## config.mk

```make
export PLATFORM = sky130hd
export DESIGN_NAME = second_order_iir_filter_flat
export DESIGN_NICKNAME = d
export VERILOG_FILES = /design/src/design/biquad_pkg.sv /design/src/design/biquad_if.sv /design/src/design/biquad_ctrl.sv /design/src/design/biquad_dp.sv /design/src/design/second_order_iir_filter.sv /design/src/flat_wrapper.sv
export SDC_FILE = /design/constraint.sdc
export NUM_CORES = 2
export LEC_CHECK = 0
export BUFFER_PORTS_ARGS = -buffer_cell sky130_fd_sc_hd__buf_2
export CAP_MARGIN = 10
export CORE_MARGIN = 8
export CORE_UTILIZATION = 60
export DETAILED_ROUTE_END_ITERATION = 10
export MAX_ROUTING_LAYER = met4
export PLACE_DENSITY = 0.88
export SLEW_MARGIN = 20
export SYNTH_ARGS = -nofsm -noshare
export SYNTH_HDL_FRONTEND = slang
export SYNTH_HIERARCHICAL = 1
export SYNTH_SLANG_ARGS = --single-unit
```

## constraint.sdc

```tcl
create_clock -name clock -period 10.9 [get_ports clock]
set_clock_uncertainty 0.15 [all_clocks]
set_input_delay 1.635 -clock clock [delete_from_list [all_inputs] [get_ports clock]]
set_output_delay 1.635 -clock clock [all_outputs]
set_load 0.01 [all_outputs]
```

## src/design/biquad_pkg.sv

```systemverilog
// Shared constants and types for the biquad filter.
// No dependencies; used by the interfaces, controller, datapath and top level.
package biquad_pkg;

   localparam int SAMPLE_WIDTH_DEF = 16;
   localparam int COEF_WIDTH_DEF   = 18;
   localparam int FRAC_BITS_DEF    = 14;

   localparam int NUM_REGS    = 6;
   localparam int CSR_INDEX_W = 3;

   // Register indexes; also used to pick the multiplier operands.
   localparam logic [CSR_INDEX_W-1:0] REG_FWD0 = 3'd0;
   localparam logic [CSR_INDEX_W-1:0] REG_FWD1 = 3'd1;
   localparam logic [CSR_INDEX_W-1:0] REG_FWD2 = 3'd2;
   localparam logic [CSR_INDEX_W-1:0] REG_FBK1 = 3'd3;
   localparam logic [CSR_INDEX_W-1:0] REG_FBK2 = 3'd4;
   localparam logic [CSR_INDEX_W-1:0] REG_GAIN = 3'd5;

   localparam logic [1:0] ACC_HOLD = 2'd0;
   localparam logic [1:0] ACC_LOAD = 2'd1;
   localparam logic [1:0] ACC_ADD  = 2'd2;

   typedef struct packed {
      logic                   latch_x;
      logic [CSR_INDEX_W-1:0] mul_sel;
      logic [1:0]             acc_op;
      logic                   commit;
   } cmd_type;

endpackage

```

## src/design/biquad_if.sv

```systemverilog
// Valid/ready channel interfaces for filter samples and results.
// Depends on biquad_pkg for default widths.
interface biquad_req_if #(
   parameter int SAMPLE_WIDTH = biquad_pkg::SAMPLE_WIDTH_DEF
);
   logic                    valid;
   logic                    ready;
   logic [SAMPLE_WIDTH-1:0] sample_in;

   modport source (output valid, output sample_in, input ready);
   modport sink   (input valid, input sample_in, output ready);
endinterface

interface biquad_rsp_if #(
   parameter int SAMPLE_WIDTH = biquad_pkg::SAMPLE_WIDTH_DEF
);
   logic                    valid;
   logic                    ready;
   logic [SAMPLE_WIDTH-1:0] sample_out;
   logic                    clipped;

   modport source (output valid, output sample_out, output clipped, input ready);
   modport sink   (input valid, input sample_out, input clipped, output ready);
endinterface

```

## src/design/biquad_ctrl.sv

```systemverilog
// Sequencer for the biquad: steps one item through the shared multiplier.
// Depends on biquad_pkg for the command struct and operand codes.
module biquad_ctrl (
   input  logic                clock,
   input  logic                reset,
   input  logic                req_valid,
   output logic                req_ready,
   output logic                rsp_valid,
   input  logic                rsp_ready,
   output biquad_pkg::cmd_type cmd
);
   import biquad_pkg::*;

   localparam logic ST_IDLE = 1'b0;
   localparam logic ST_RUN  = 1'b1;

   localparam logic [2:0] STEP_MUL_B0   = 3'd0;
   localparam logic [2:0] STEP_MUL_B1   = 3'd1;
   localparam logic [2:0] STEP_MUL_B2   = 3'd2;
   localparam logic [2:0] STEP_MUL_A1   = 3'd3;
   localparam logic [2:0] STEP_MUL_GAIN = 3'd4;
   localparam logic [2:0] STEP_MUL_A2   = 3'd5;
   localparam logic [2:0] STEP_ADD_LAST = 3'd6;
   localparam logic [2:0] STEP_SAT      = 3'd7;

   logic       state_ff, state_in;
   logic [2:0] step_ff, step_in;
   logic       rsp_valid_ff, rsp_valid_in;
   logic       slot_free, last, commit, accept;

   assign slot_free = !rsp_valid_ff || rsp_ready;
   assign last      = (state_ff == ST_RUN) && (step_ff == STEP_SAT);
   assign commit    = last && slot_free;
   // A new item may enter in the same cycle the previous one is written out.
   assign req_ready = (state_ff == ST_IDLE) || commit;
   assign accept    = req_valid && req_ready;
   assign rsp_valid = rsp_valid_ff;

   always_comb begin
      state_in     = state_ff;
      step_in      = step_ff;
      rsp_valid_in = commit || (rsp_valid_ff && !rsp_ready);
      if (accept) begin
         state_in = ST_RUN;
         step_in  = STEP_MUL_B0;
      end else if (commit) begin
         state_in = ST_IDLE;
      end else if (state_ff == ST_RUN && !last) begin
         step_in = step_ff + 3'd1;
      end
   end

   always_comb begin
      cmd.latch_x = accept;
      cmd.commit  = commit;
      cmd.mul_sel = REG_FWD0;
      cmd.acc_op  = ACC_HOLD;
      if (state_ff == ST_RUN) begin
         case (step_ff)
            STEP_MUL_B0: begin
               cmd.mul_sel = REG_FWD0;
            end
            STEP_MUL_B1: begin
               cmd.mul_sel = REG_FWD1;
               cmd.acc_op  = ACC_LOAD;
            end
            STEP_MUL_B2: begin
               cmd.mul_sel = REG_FWD2;
               cmd.acc_op  = ACC_ADD;
            end
            STEP_MUL_A1: begin
               cmd.mul_sel = REG_FBK1;
               cmd.acc_op  = ACC_ADD;
            end
            // The feedforward sum is complete here; its feedback product restarts the sum.
            STEP_MUL_GAIN: begin
               cmd.mul_sel = REG_GAIN;
               cmd.acc_op  = ACC_LOAD;
            end
            STEP_MUL_A2: begin
               cmd.mul_sel = REG_FBK2;
               cmd.acc_op  = ACC_ADD;
            end
            STEP_ADD_LAST: begin
               cmd.acc_op = ACC_ADD;
            end
            default: begin
               cmd.acc_op = ACC_HOLD;
            end
         endcase
      end
   end

   always_ff @(posedge clock) begin
      if (reset) begin
         state_ff     <= ST_IDLE;
         step_ff      <= STEP_MUL_B0;
         rsp_valid_ff <= 1'b0;
      end else begin
         state_ff     <= state_in;
         step_ff      <= step_in;
         rsp_valid_ff <= rsp_valid_in;
      end
   end

endmodule

```

## src/design/biquad_dp.sv

```systemverilog
// Datapath of the biquad: coefficients, history, one multiplier and accumulator.
// Depends on biquad_pkg for the command struct and register indexes.
module biquad_dp #(
   parameter int SAMPLE_WIDTH = biquad_pkg::SAMPLE_WIDTH_DEF,
   parameter int COEF_WIDTH   = biquad_pkg::COEF_WIDTH_DEF,
   parameter int FRAC_BITS    = biquad_pkg::FRAC_BITS_DEF
) (
   input  logic                               clock,
   input  logic                               reset,
   input  logic                               csr_we,
   input  logic [biquad_pkg::CSR_INDEX_W-1:0] csr_index,
   input  logic [COEF_WIDTH-1:0]              csr_wdata,
   input  logic [SAMPLE_WIDTH-1:0]            sample_in,
   input  biquad_pkg::cmd_type                cmd,
   output logic [SAMPLE_WIDTH-1:0]            sample_out,
   output logic                               clipped
);
   import biquad_pkg::*;

   localparam int FF_SUM_W = (COEF_WIDTH + SAMPLE_WIDTH + 2 > 64) ? 64
                             : COEF_WIDTH + SAMPLE_WIDTH + 2;
   localparam int FF_W     = (FF_SUM_W > FRAC_BITS) ? FF_SUM_W - FRAC_BITS : 1;
   localparam int MB_W     = (FF_W > SAMPLE_WIDTH) ? FF_W : SAMPLE_WIDTH;
   localparam int PROD_W   = COEF_WIDTH + MB_W;
   localparam int ACC_W    = (PROD_W + 2 > 64) ? 64 : PROD_W + 2;

   localparam logic [COEF_WIDTH-1:0] COEF_ONE = COEF_WIDTH'(64'd1 << FRAC_BITS);
   localparam logic signed [ACC_W-1:0] SAT_HI =
      {{(ACC_W - SAMPLE_WIDTH + 1){1'b0}}, {(SAMPLE_WIDTH - 1){1'b1}}};
   localparam logic signed [ACC_W-1:0] SAT_LO = ~SAT_HI;
   localparam logic [SAMPLE_WIDTH-1:0] Y_MAX = {1'b0, {(SAMPLE_WIDTH - 1){1'b1}}};
   localparam logic [SAMPLE_WIDTH-1:0] Y_MIN = {1'b1, {(SAMPLE_WIDTH - 1){1'b0}}};

   logic signed [COEF_WIDTH-1:0]   coef_ff [NUM_REGS];
   logic signed [SAMPLE_WIDTH-1:0] x_ff, x1_ff, x2_ff, y1_ff, y2_ff;
   logic signed [PROD_W-1:0]       prod_ff;
   logic signed [ACC_W-1:0]        acc_ff, acc_in;
   logic signed [ACC_W-1:0]        acc_sh;
   logic signed [COEF_WIDTH-1:0]   a_op;
   logic signed [MB_W-1:0]         b_op;
   logic [SAMPLE_WIDTH-1:0]        sample_out_ff, y_in;
   logic                           clipped_ff, clip_in;

   always_ff @(posedge clock) begin
      if (reset) begin
         coef_ff[REG_FWD0] <= COEF_ONE;
         coef_ff[REG_FWD1] <= '0;
         coef_ff[REG_FWD2] <= '0;
         coef_ff[REG_FBK1] <= '0;
         coef_ff[REG_FBK2] <= '0;
         coef_ff[REG_GAIN] <= COEF_ONE;
      end else if (csr_we && csr_index < CSR_INDEX_W'(NUM_REGS)) begin
         coef_ff[csr_index] <= csr_wdata;
      end
   end

   // Arithmetic shift gives both the feedforward term and the final output.
   assign acc_sh = acc_ff >>> FRAC_BITS;

   always_comb begin
      case (cmd.mul_sel)
         REG_FWD0: begin
            a_op = coef_ff[REG_FWD0];
            b_op = MB_W'(x_ff);
         end
         REG_FWD1: begin
            a_op = coef_ff[REG_FWD1];
            b_op = MB_W'(x1_ff);
         end
         REG_FWD2: begin
            a_op = coef_ff[REG_FWD2];
            b_op = MB_W'(x2_ff);
         end
         REG_FBK1: begin
            a_op = coef_ff[REG_FBK1];
            b_op = MB_W'(y1_ff);
         end
         REG_FBK2: begin
            a_op = coef_ff[REG_FBK2];
            b_op = MB_W'(y2_ff);
         end
         REG_GAIN: begin
            a_op = coef_ff[REG_GAIN];
            b_op = MB_W'(acc_sh);
         end
         default: begin
            a_op = '0;
            b_op = '0;
         end
      endcase
   end

   always_comb begin
      case (cmd.acc_op)
         ACC_LOAD: acc_in = ACC_W'(prod_ff);
         ACC_ADD:  acc_in = acc_ff + ACC_W'(prod_ff);
         default:  acc_in = acc_ff;
      endcase
   end

   always_comb begin
      clip_in = 1'b0;
      y_in    = acc_sh[SAMPLE_WIDTH-1:0];
      if (acc_sh > SAT_HI) begin
         clip_in = 1'b1;
         y_in    = Y_MAX;
      end else if (acc_sh < SAT_LO) begin
         clip_in = 1'b1;
         y_in    = Y_MIN;
      end
   end

   always_ff @(posedge clock) begin
      prod_ff <= a_op * b_op;
      acc_ff  <= acc_in;
      if (cmd.latch_x) begin
         x_ff <= sample_in;
      end
      if (cmd.commit) begin
         sample_out_ff <= y_in;
         clipped_ff    <= clip_in;
      end
   end

   always_ff @(posedge clock) begin
      if (reset) begin
         x1_ff <= '0;
         x2_ff <= '0;
         y1_ff <= '0;
         y2_ff <= '0;
      end else if (cmd.commit) begin
         x1_ff <= x_ff;
         x2_ff <= x1_ff;
         y1_ff <= y_in;
         y2_ff <= y1_ff;
      end
   end

   assign sample_out = sample_out_ff;
   assign clipped    = clipped_ff;

endmodule

```

## src/design/second_order_iir_filter.sv

```systemverilog
// Direct-form-I biquad with one shared multiplier, one product per cycle.
// Each accepted sample takes six products and two accumulate/saturate
// steps through the single multiplier and accumulator, in sequence.
// A new sample is taken while idle or as the last result is written out.
// Synchronous reset clears the history and restores the coefficient defaults.
module second_order_iir_filter #(
   parameter int SAMPLE_WIDTH = biquad_pkg::SAMPLE_WIDTH_DEF,
   parameter int COEF_WIDTH   = biquad_pkg::COEF_WIDTH_DEF,
   parameter int FRAC_BITS    = biquad_pkg::FRAC_BITS_DEF
) (
   input  logic                               clock,
   input  logic                               reset,
   biquad_req_if.sink                         req_ch,
   biquad_rsp_if.source                       rsp_ch,
   input  logic                               csr_we,
   input  logic [biquad_pkg::CSR_INDEX_W-1:0] csr_index,
   input  logic [COEF_WIDTH-1:0]              csr_wdata
);
   import biquad_pkg::*;

   cmd_type                 cmd;
   logic                    req_ready;
   logic                    rsp_valid;
   logic [SAMPLE_WIDTH-1:0] sample_out;
   logic                    clipped;

   biquad_ctrl u_ctrl (
      .clock     (clock),
      .reset     (reset),
      .req_valid (req_ch.valid),
      .req_ready (req_ready),
      .rsp_valid (rsp_valid),
      .rsp_ready (rsp_ch.ready),
      .cmd       (cmd)
   );

   biquad_dp #(
      .SAMPLE_WIDTH (SAMPLE_WIDTH),
      .COEF_WIDTH   (COEF_WIDTH),
      .FRAC_BITS    (FRAC_BITS)
   ) u_dp (
      .clock      (clock),
      .reset      (reset),
      .csr_we     (csr_we),
      .csr_index  (csr_index),
      .csr_wdata  (csr_wdata),
      .sample_in  (req_ch.sample_in),
      .cmd        (cmd),
      .sample_out (sample_out),
      .clipped    (clipped)
   );

   assign req_ch.ready      = req_ready;
   assign rsp_ch.valid      = rsp_valid;
   assign rsp_ch.sample_out = sample_out;
   assign rsp_ch.clipped    = clipped;

endmodule

```

## src/flat_wrapper.sv

```systemverilog
// flat-port wrapper written by rule: the top's interface ports become plain ports
module second_order_iir_filter_flat import biquad_pkg::*;
#(
   parameter int SAMPLE_WIDTH = biquad_pkg::SAMPLE_WIDTH_DEF,
   parameter int COEF_WIDTH   = biquad_pkg::COEF_WIDTH_DEF,
   parameter int FRAC_BITS    = biquad_pkg::FRAC_BITS_DEF
)
  (clock, reset, csr_we, csr_index, csr_wdata, req_ch_valid, req_ch_sample_in, req_ch_ready, rsp_ch_valid, rsp_ch_sample_out, rsp_ch_clipped, rsp_ch_ready);
  biquad_req_if #(.SAMPLE_WIDTH(SAMPLE_WIDTH)) req_ch_i ();
  biquad_rsp_if #(.SAMPLE_WIDTH(SAMPLE_WIDTH)) rsp_ch_i ();
  input  logic clock;
  input  logic reset;
  input  logic csr_we;
  input  logic [biquad_pkg::CSR_INDEX_W-1:0] csr_index;
  input  logic [COEF_WIDTH-1:0] csr_wdata;
  input wire logic [$bits(req_ch_i.valid)-1:0] req_ch_valid;
  input wire logic [$bits(req_ch_i.sample_in)-1:0] req_ch_sample_in;
  output wire logic [$bits(req_ch_i.ready)-1:0] req_ch_ready;
  output wire logic [$bits(rsp_ch_i.valid)-1:0] rsp_ch_valid;
  output wire logic [$bits(rsp_ch_i.sample_out)-1:0] rsp_ch_sample_out;
  output wire logic [$bits(rsp_ch_i.clipped)-1:0] rsp_ch_clipped;
  input wire logic [$bits(rsp_ch_i.ready)-1:0] rsp_ch_ready;
  assign req_ch_i.valid = req_ch_valid;
  assign req_ch_i.sample_in = req_ch_sample_in;
  assign req_ch_ready = req_ch_i.ready;
  assign rsp_ch_valid = rsp_ch_i.valid;
  assign rsp_ch_sample_out = rsp_ch_i.sample_out;
  assign rsp_ch_clipped = rsp_ch_i.clipped;
  assign rsp_ch_i.ready = rsp_ch_ready;
  second_order_iir_filter #(.SAMPLE_WIDTH(SAMPLE_WIDTH), .COEF_WIDTH(COEF_WIDTH), .FRAC_BITS(FRAC_BITS)) u_core (.clock(clock), .reset(reset), .req_ch(req_ch_i), .rsp_ch(rsp_ch_i), .csr_we(csr_we), .csr_index(csr_index), .csr_wdata(csr_wdata));
endmodule
```

### Word level (Yosys, flattened, before mapping)

Memory sizes are Yosys's and may differ from the RTL's.
Index checks and enable logic that the tools add are counted.

| word-level totals | value |
|---|---|
| bits in registers | 184 |
| bits in writable memories | 108 |
| output and inout port bits | 19 |
| word-level logic and storage cells | 74 |
| memories | 1 |

Memory list:

| memory | depth | width | read ports | clocked after Yosys merged registers in | write ports | line | text |
|---|---|---|---|---|---|---|---|
| u_core.u_dp.coef_ff | 6 | 18 | 6 | 0 | 6 | biquad_dp.sv:34 | `logic signed [COEF_WIDTH-1:0] coef_ff [NUM_REGS];` |

| operators by class | value |
|---|---|
| add/subtract/negate cells | 2 |
| multiply operators | 1 |
| magnitude comparators | 3 |
| equal/unequal tests | 14 |
| mux-type cells | 19 |
| bitwise operators | 2 |
| reductions and logical operators | 20 |

Operator list:

| operator | count |
|---|---|
| one-hot mux 22 bit (6 select lines) | 1 |
| one-hot mux 18 bit (6 select lines) | 1 |
| one-hot mux 42 bit (2 select lines) | 1 |
| adder 42 x 40 -> 42 bit | 1 |
| multiplier 18 x 22 -> 40 bit | 1 |
| two-way mux 16 bit | 2 |
| > comparator 28 x 16 -> 1 bit (second input constant) | 1 |
| < comparator 28 x 16 -> 1 bit (second input constant) | 1 |
| equality test 3 bit (second input constant) | 6 |
| two-way mux 18 bit | 1 |
| OR reduction 18 bit | 1 |
| one-hot mux 3 bit (5 select lines) | 1 |
| equality test 3 x 2 -> 1 bit (second input constant) | 4 |
| two-way mux 1 bit | 9 |
| equality test 3 x 1 -> 1 bit (second input constant) | 2 |
| logical AND 1 bit | 6 |
| two-way mux 5 bit | 1 |
| one-hot mux 2 bit (2 select lines) | 1 |
| nonzero test 2 bit | 2 |
| OR reduction 2 bit | 2 |
| OR reduction 4 bit | 1 |
| adder 3 x 1 -> 3 bit (second input constant) | 1 |
| logical NOT 1 bit | 3 |
| logical NOT 3 bit | 1 |
| 7 further kinds | 10 |

### Depth between registers and ports, before layout

| depth | value |
|---|---|
| word-level depth | 7 |
| depth in mapped cells | 36 |

### By module

The synthesis kept the hierarchy.

By module, submodules not included:

| module | instances | cells an instance | area an instance (sq um) | sequential area each (sq um) |
|---|---|---|---|---|
| biquad_dp | 1 | 2769 | 27402.5 | 7577.3 |
| biquad_ctrl | 1 | 48 | 404.1 | 100.1 |

### Least setup slack after synthesis

OpenSTA, ideal clock, no wires.

| timing path | value |
|---|---|
| path type | register to register |
| start point | register u_core.u_ctrl.step_ff[0] |
| end point | register u_core.u_dp.prod_ff[39] |
| arrival | 8.239 ns |
| required time | 10.628 ns |
| path slack | 2.389 ns |
| stages on the path, launching flop included | 30 |
| path buffers | 2 |
| period minus slack after synthesis | 8.511 ns |
| cell sequence | dfxtp_1 > ha_1 > ha_1 > o21ai_0 > a21oi_1 > nor3_1 > clkbuf_1 > a221o_1 > buf_1 > a21oi_1 > nor2_1 > inv_1 > fa_1 > inv_1 > fa_1 > fa_1 > fa_1 > fa_1 > fa_1 > ha_1 > a21o_1 > a21o_1 > a21o_1 > a21o_1 > a21o_1 > a21o_1 > a2111oi_0 > o211ai_1 > o211ai_1 > xnor2_1 |

RTL lines:

| element | line | text |
|---|---|---|
| from (decl) | biquad_ctrl.sv:27 | `logic [2:0] step_ff, step_in;` |
| from (signal assigned) | biquad_ctrl.sv:101 | `step_ff <= step_in;` |
| to (signal assigned) | biquad_dp.sv:114 | `prod_ff <= a_op * b_op;` |
| to (decl) | biquad_dp.sv:36 | `logic signed [PROD_W-1:0] prod_ff;` |

==> reports/results.env <==
NETLIST_INSTANCES=2817
POSTSYNTHNETCOUNT=3402
FLOORPLAN.DIE_AREA_UM2=53500
NUMBER_OF_BUFFERS_ADDED_BY_THE_CLOCK_TREE_SYNTHESIS_STEP=28
HTREEDEPTH=1
CRITPATHMOSTFREQUENTCELL='sky130_fd_sc_hd__fa_1'
CTS_RESIZED=0
REQUIRED_PS=11280
CRITICAL-PATH-SLOWEST-CELL='sky130_fd_sc_hd__nor2_2'
CTS.REPORTEDPATHS.CLKPINSLEW_PS=60
UNREPAIRED_SETUP_ENDPOINTS_AFTER_GLOBAL_ROUTING='no'
DETAILED_PLACE_HPWL_UM=58400
SYNTH_LARGEST_TYPE_AREA_FRACTION_PCT=28.4
SYNTH_TOP_CELLS_BY_COUNT='sky130_fd_sc_hd__inv_1, sky130_fd_sc_hd__fa_1, sky130_fd_sc_hd__nor2_1'
WORST_SETUP_PATH_END_KIND='flop'
GP_CONGESTION=0.981
YOSYSSEQAREASHARE_PCT=27.6
DOMINANTREGCELLSYNTH='sky130_fd_sc_hd__edfxtp_1'
FINALMAXSLEWVIOLATIONS=0
ANTENNA_FOUND_INITIAL=0
YOSYS_WARNINGS=6
MAX_FREQ_GHz=0.102
ANT_NETS=0
PERIOD_MINUS_SLACK_PS=9810
CTS_HOLD_BUFFERS=0
COUNT_OF_FLIP_FLOPS_WITH_A_BUILT_IN_ENABLE_AFTER_SYNTHESIS=183
DRV_CAP=0
YOSYS.AREA.TOP_TYPE='sky130_fd_sc_hd__fa_1'
WL_FINAL_UM=76800
DIE_H_UM=231
WORSTSETUPPATHTYPE='flop to flop'
MIN_PATH_TYPE='flop to flop'
NFILLCELLS=3488
MAX-CLOCK-PATH-BUFFERS=3
PRECTSSETUPSLACK_PS=1170
DETAIL_ROUTED_NET_LENGTH_PER_STANDARD_CELL_UM=22.1
SYNTH_AREA_UM2=27800
CLOCK-ROOT-BUFFER='sky130_fd_sc_hd__clkbuf_16'
POST-ROUTE-DRC-COUNT=0
PLACEMENT.CELL_AREA_UM2=28800
IO_BUFFERS=60
TIMING.FINAL.CRIT_SHARE_PCT=90.0
INITIAL_CORE_UTIL_PCT=60.2
FINAL_LAYOUT_SIZE_SUFFIX_GT1_SHARE_PCT=8.45
TRITONCTS='built'
CPPEAKSTAGEDELAY_PS=740
VIAS_PER_CELL=6.07
GRT_USAGE_PCT=29.7
ROUTE.VIAS.TOTAL=21100
CHIP_WIDTH_UM=231
GLOBAL_ROUTE.OVERFLOW_TOTAL=0
SYNTH-ASYNC-RESET-RATIO_PCT=0
FINALINSTANCEAREA_UM2=29900
TIGHTESTPINTRANSITION_PS=1140
SETUP_VIOL=0
TIMING.MAX_SLEW.REL_SLACK_PCT=23.8
SYNTH_MOST_COMMON_CELL='sky130_fd_sc_hd__inv_1'
CP_DATA_ARRIVAL_TIME_PS=10180
SYNTHDISTINCTLIBCELLS=89
SETUP_TNS_PS=0
DR.PASS1.ITERS=9
GRT_FIRST_PASS_WIRELENGTH_UM=122000
FIRST_ITER_VIOLATIONS=2426
PATH_MAX_FANOUT=17
NUM-NETS-FINAL=3426
CRITICAL_PATH_BUF_INV_COUNT=5
TOP_LEVEL_I_O_COUNT=61
CPLARGESTDELAYFAMILY='adder cells'
SMALLEST_HOLD_SLACK_PS=351
GRT_PASS1_VIAS=22500
SYN_AVG_CELL_AREA_UM2=9.87
SETUP_SLACK_PS=1090
FINAL_HOLD_VIOL_COUNT=0
ROWS=79
WORSTSETUPSTARTPOINTTYPE='flop'
MOST_AREA_CONSUMING_CELLS_AFTER_SYNTHESIS='sky130_fd_sc_hd__fa_1, sky130_fd_sc_hd__edfxtp_1, sky130_fd_sc_hd__dfxtp_1'
OUTCOME='completed'
FLOORPLAN_CORE_AREA_UM2=46200
NUMCLOCKSINKS=292
MAXIMUM_NUMBER_OF_PINS_ON_ONE_NET_BEFORE_GLOBAL_ROUTE_REPAIR=78
SYN_TO_FINAL_GROWTH_PCT=7.42
INSERTION_DELAY_PS=590
FLIP_FLOP_AND_LATCH_COUNT_AFTER_SYNTHESIS=292
POST-CTS-SETUP-BUFFERS=0
[path summary, 6_finish.rpt]
kind	from	endpoint	slack, ps	depth (start not counted)
setup reg to reg	u_core/u_ctrl/step_ff[0]$_SDFFE_PP0P_	u_core/u_dp/prod_ff[36]$_DFF_P_	1090	31
hold reg to reg	u_core/u_dp/y2_ff[6]$_SDFFE_PP0P_	u_core/u_dp/y2_ff[6]$_SDFFE_PP0P_	350	2
hold / removal	u_core/u_dp/y2_ff[6]$_SDFFE_PP0P_	u_core/u_dp/y2_ff[6]$_SDFFE_PP0P_	350	2
setup / recovery	u_core/u_ctrl/step_ff[0]$_SDFFE_PP0P_	u_core/u_dp/prod_ff[36]$_DFF_P_	1090	31
[cells by family (layout without fill, tap and decap cells)]
group,count (synthesis),after routing,synth area share [%]
multiplexers,96,96,3.59
other,0,1,0
AND/OR/NAND/NOR,812,812,12.6
adder cells (fa/ha/maj),543,543,35.1
buffers and inverters,618,664,8.57
flip-flops,292,292,27.6
AO/OA/AOI/OAI,387,387,10.4
XOR/XNOR,69,69,2.17
[cell type report]
cell class	instances	area [um2]	area share, %
clock buffers	42	911	3.05
inverters	502	1880	6.31
multi-input cells	1907	17900	59.8
flip-flops and latches	292	7680	25.7
diodes	1	2.50	0.00838
repair buffers	110	691	2.31
well taps	607	759	2.54
clock inverters	10	90.1	0.302
[cells in the final DEF, fill, tap and decap left out, types with 39 or more instances in the layout]
cell / Yosys / final
sky130_fd_sc_hd__buf_4: 3 / 46
sky130_fd_sc_hd__nor2_1: 331 / 328
sky130_fd_sc_hd__edfxtp_1: 183 / 183
sky130_fd_sc_hd__a21o_1: 43 / 43
sky130_fd_sc_hd__xnor2_1: 48 / 48
sky130_fd_sc_hd__dfxtp_1: 109 / 109
sky130_fd_sc_hd__nand2_1: 302 / 302
sky130_fd_sc_hd__mux2i_1: 70 / 70
sky130_fd_sc_hd__a221o_1: 39 / 39
sky130_fd_sc_hd__a21oi_1: 75 / 75
sky130_fd_sc_hd__inv_1: 500 / 500
sky130_fd_sc_hd__buf_2: 26 / 60
sky130_fd_sc_hd__ha_1: 149 / 148
sky130_fd_sc_hd__fa_1: 394 / 394
[sequential cells by signal, indices dropped and copies added (netlist names)]
| signal | flops |
|---|---|
| u_core/u_ctrl/rsp_valid | 1 |
| u_core/u_ctrl/state_ff | 1 |
| u_core/u_ctrl/step_ff | 3 |
| u_core/u_dp/acc_ff | 42 |
| u_core/u_dp/clipped | 1 |
| u_core/u_dp/coef_ff | 108 |
| u_core/u_dp/prod_ff | 40 |
| u_core/u_dp/sample_out | 16 |
| u_core/u_dp/x1_ff | 16 |
| u_core/u_dp/x2_ff | 16 |
| u_core/u_dp/x_ff | 16 |
| u_core/u_dp/y1_ff | 16 |
| u_core/u_dp/y2_ff | 16 |
[metal layers]
metal	up-vias	wire (um)	global-route usage, %
met1	10400	27800	34.7
met3	293	6480	5.06
met4	0	4680	15.0
met2	1182	37800	49.3
met5	-	0	-
li1	9171	-	-
[worst min-delay path, stage by stage, from the launching register on]
cell	delay [ps]
sky130_fd_sc_hd__dfxtp_1	330
sky130_fd_sc_hd__mux2i_1	70
sky130_fd_sc_hd__nor2_1	70
[metrics by stage]
step / util (%) / std cells
global route: 64.7 / 3470
detailed placement: 62.5 / 3415
finish: 64.7 / 3471
CTS: 64.6 / 3467
floorplan: - / 2817
global placement: 62.4 / 3414
Power is left out: the tool's default activity adds up to more than one toggle a clock period on the data nets, which glitch-free logic cannot reach.
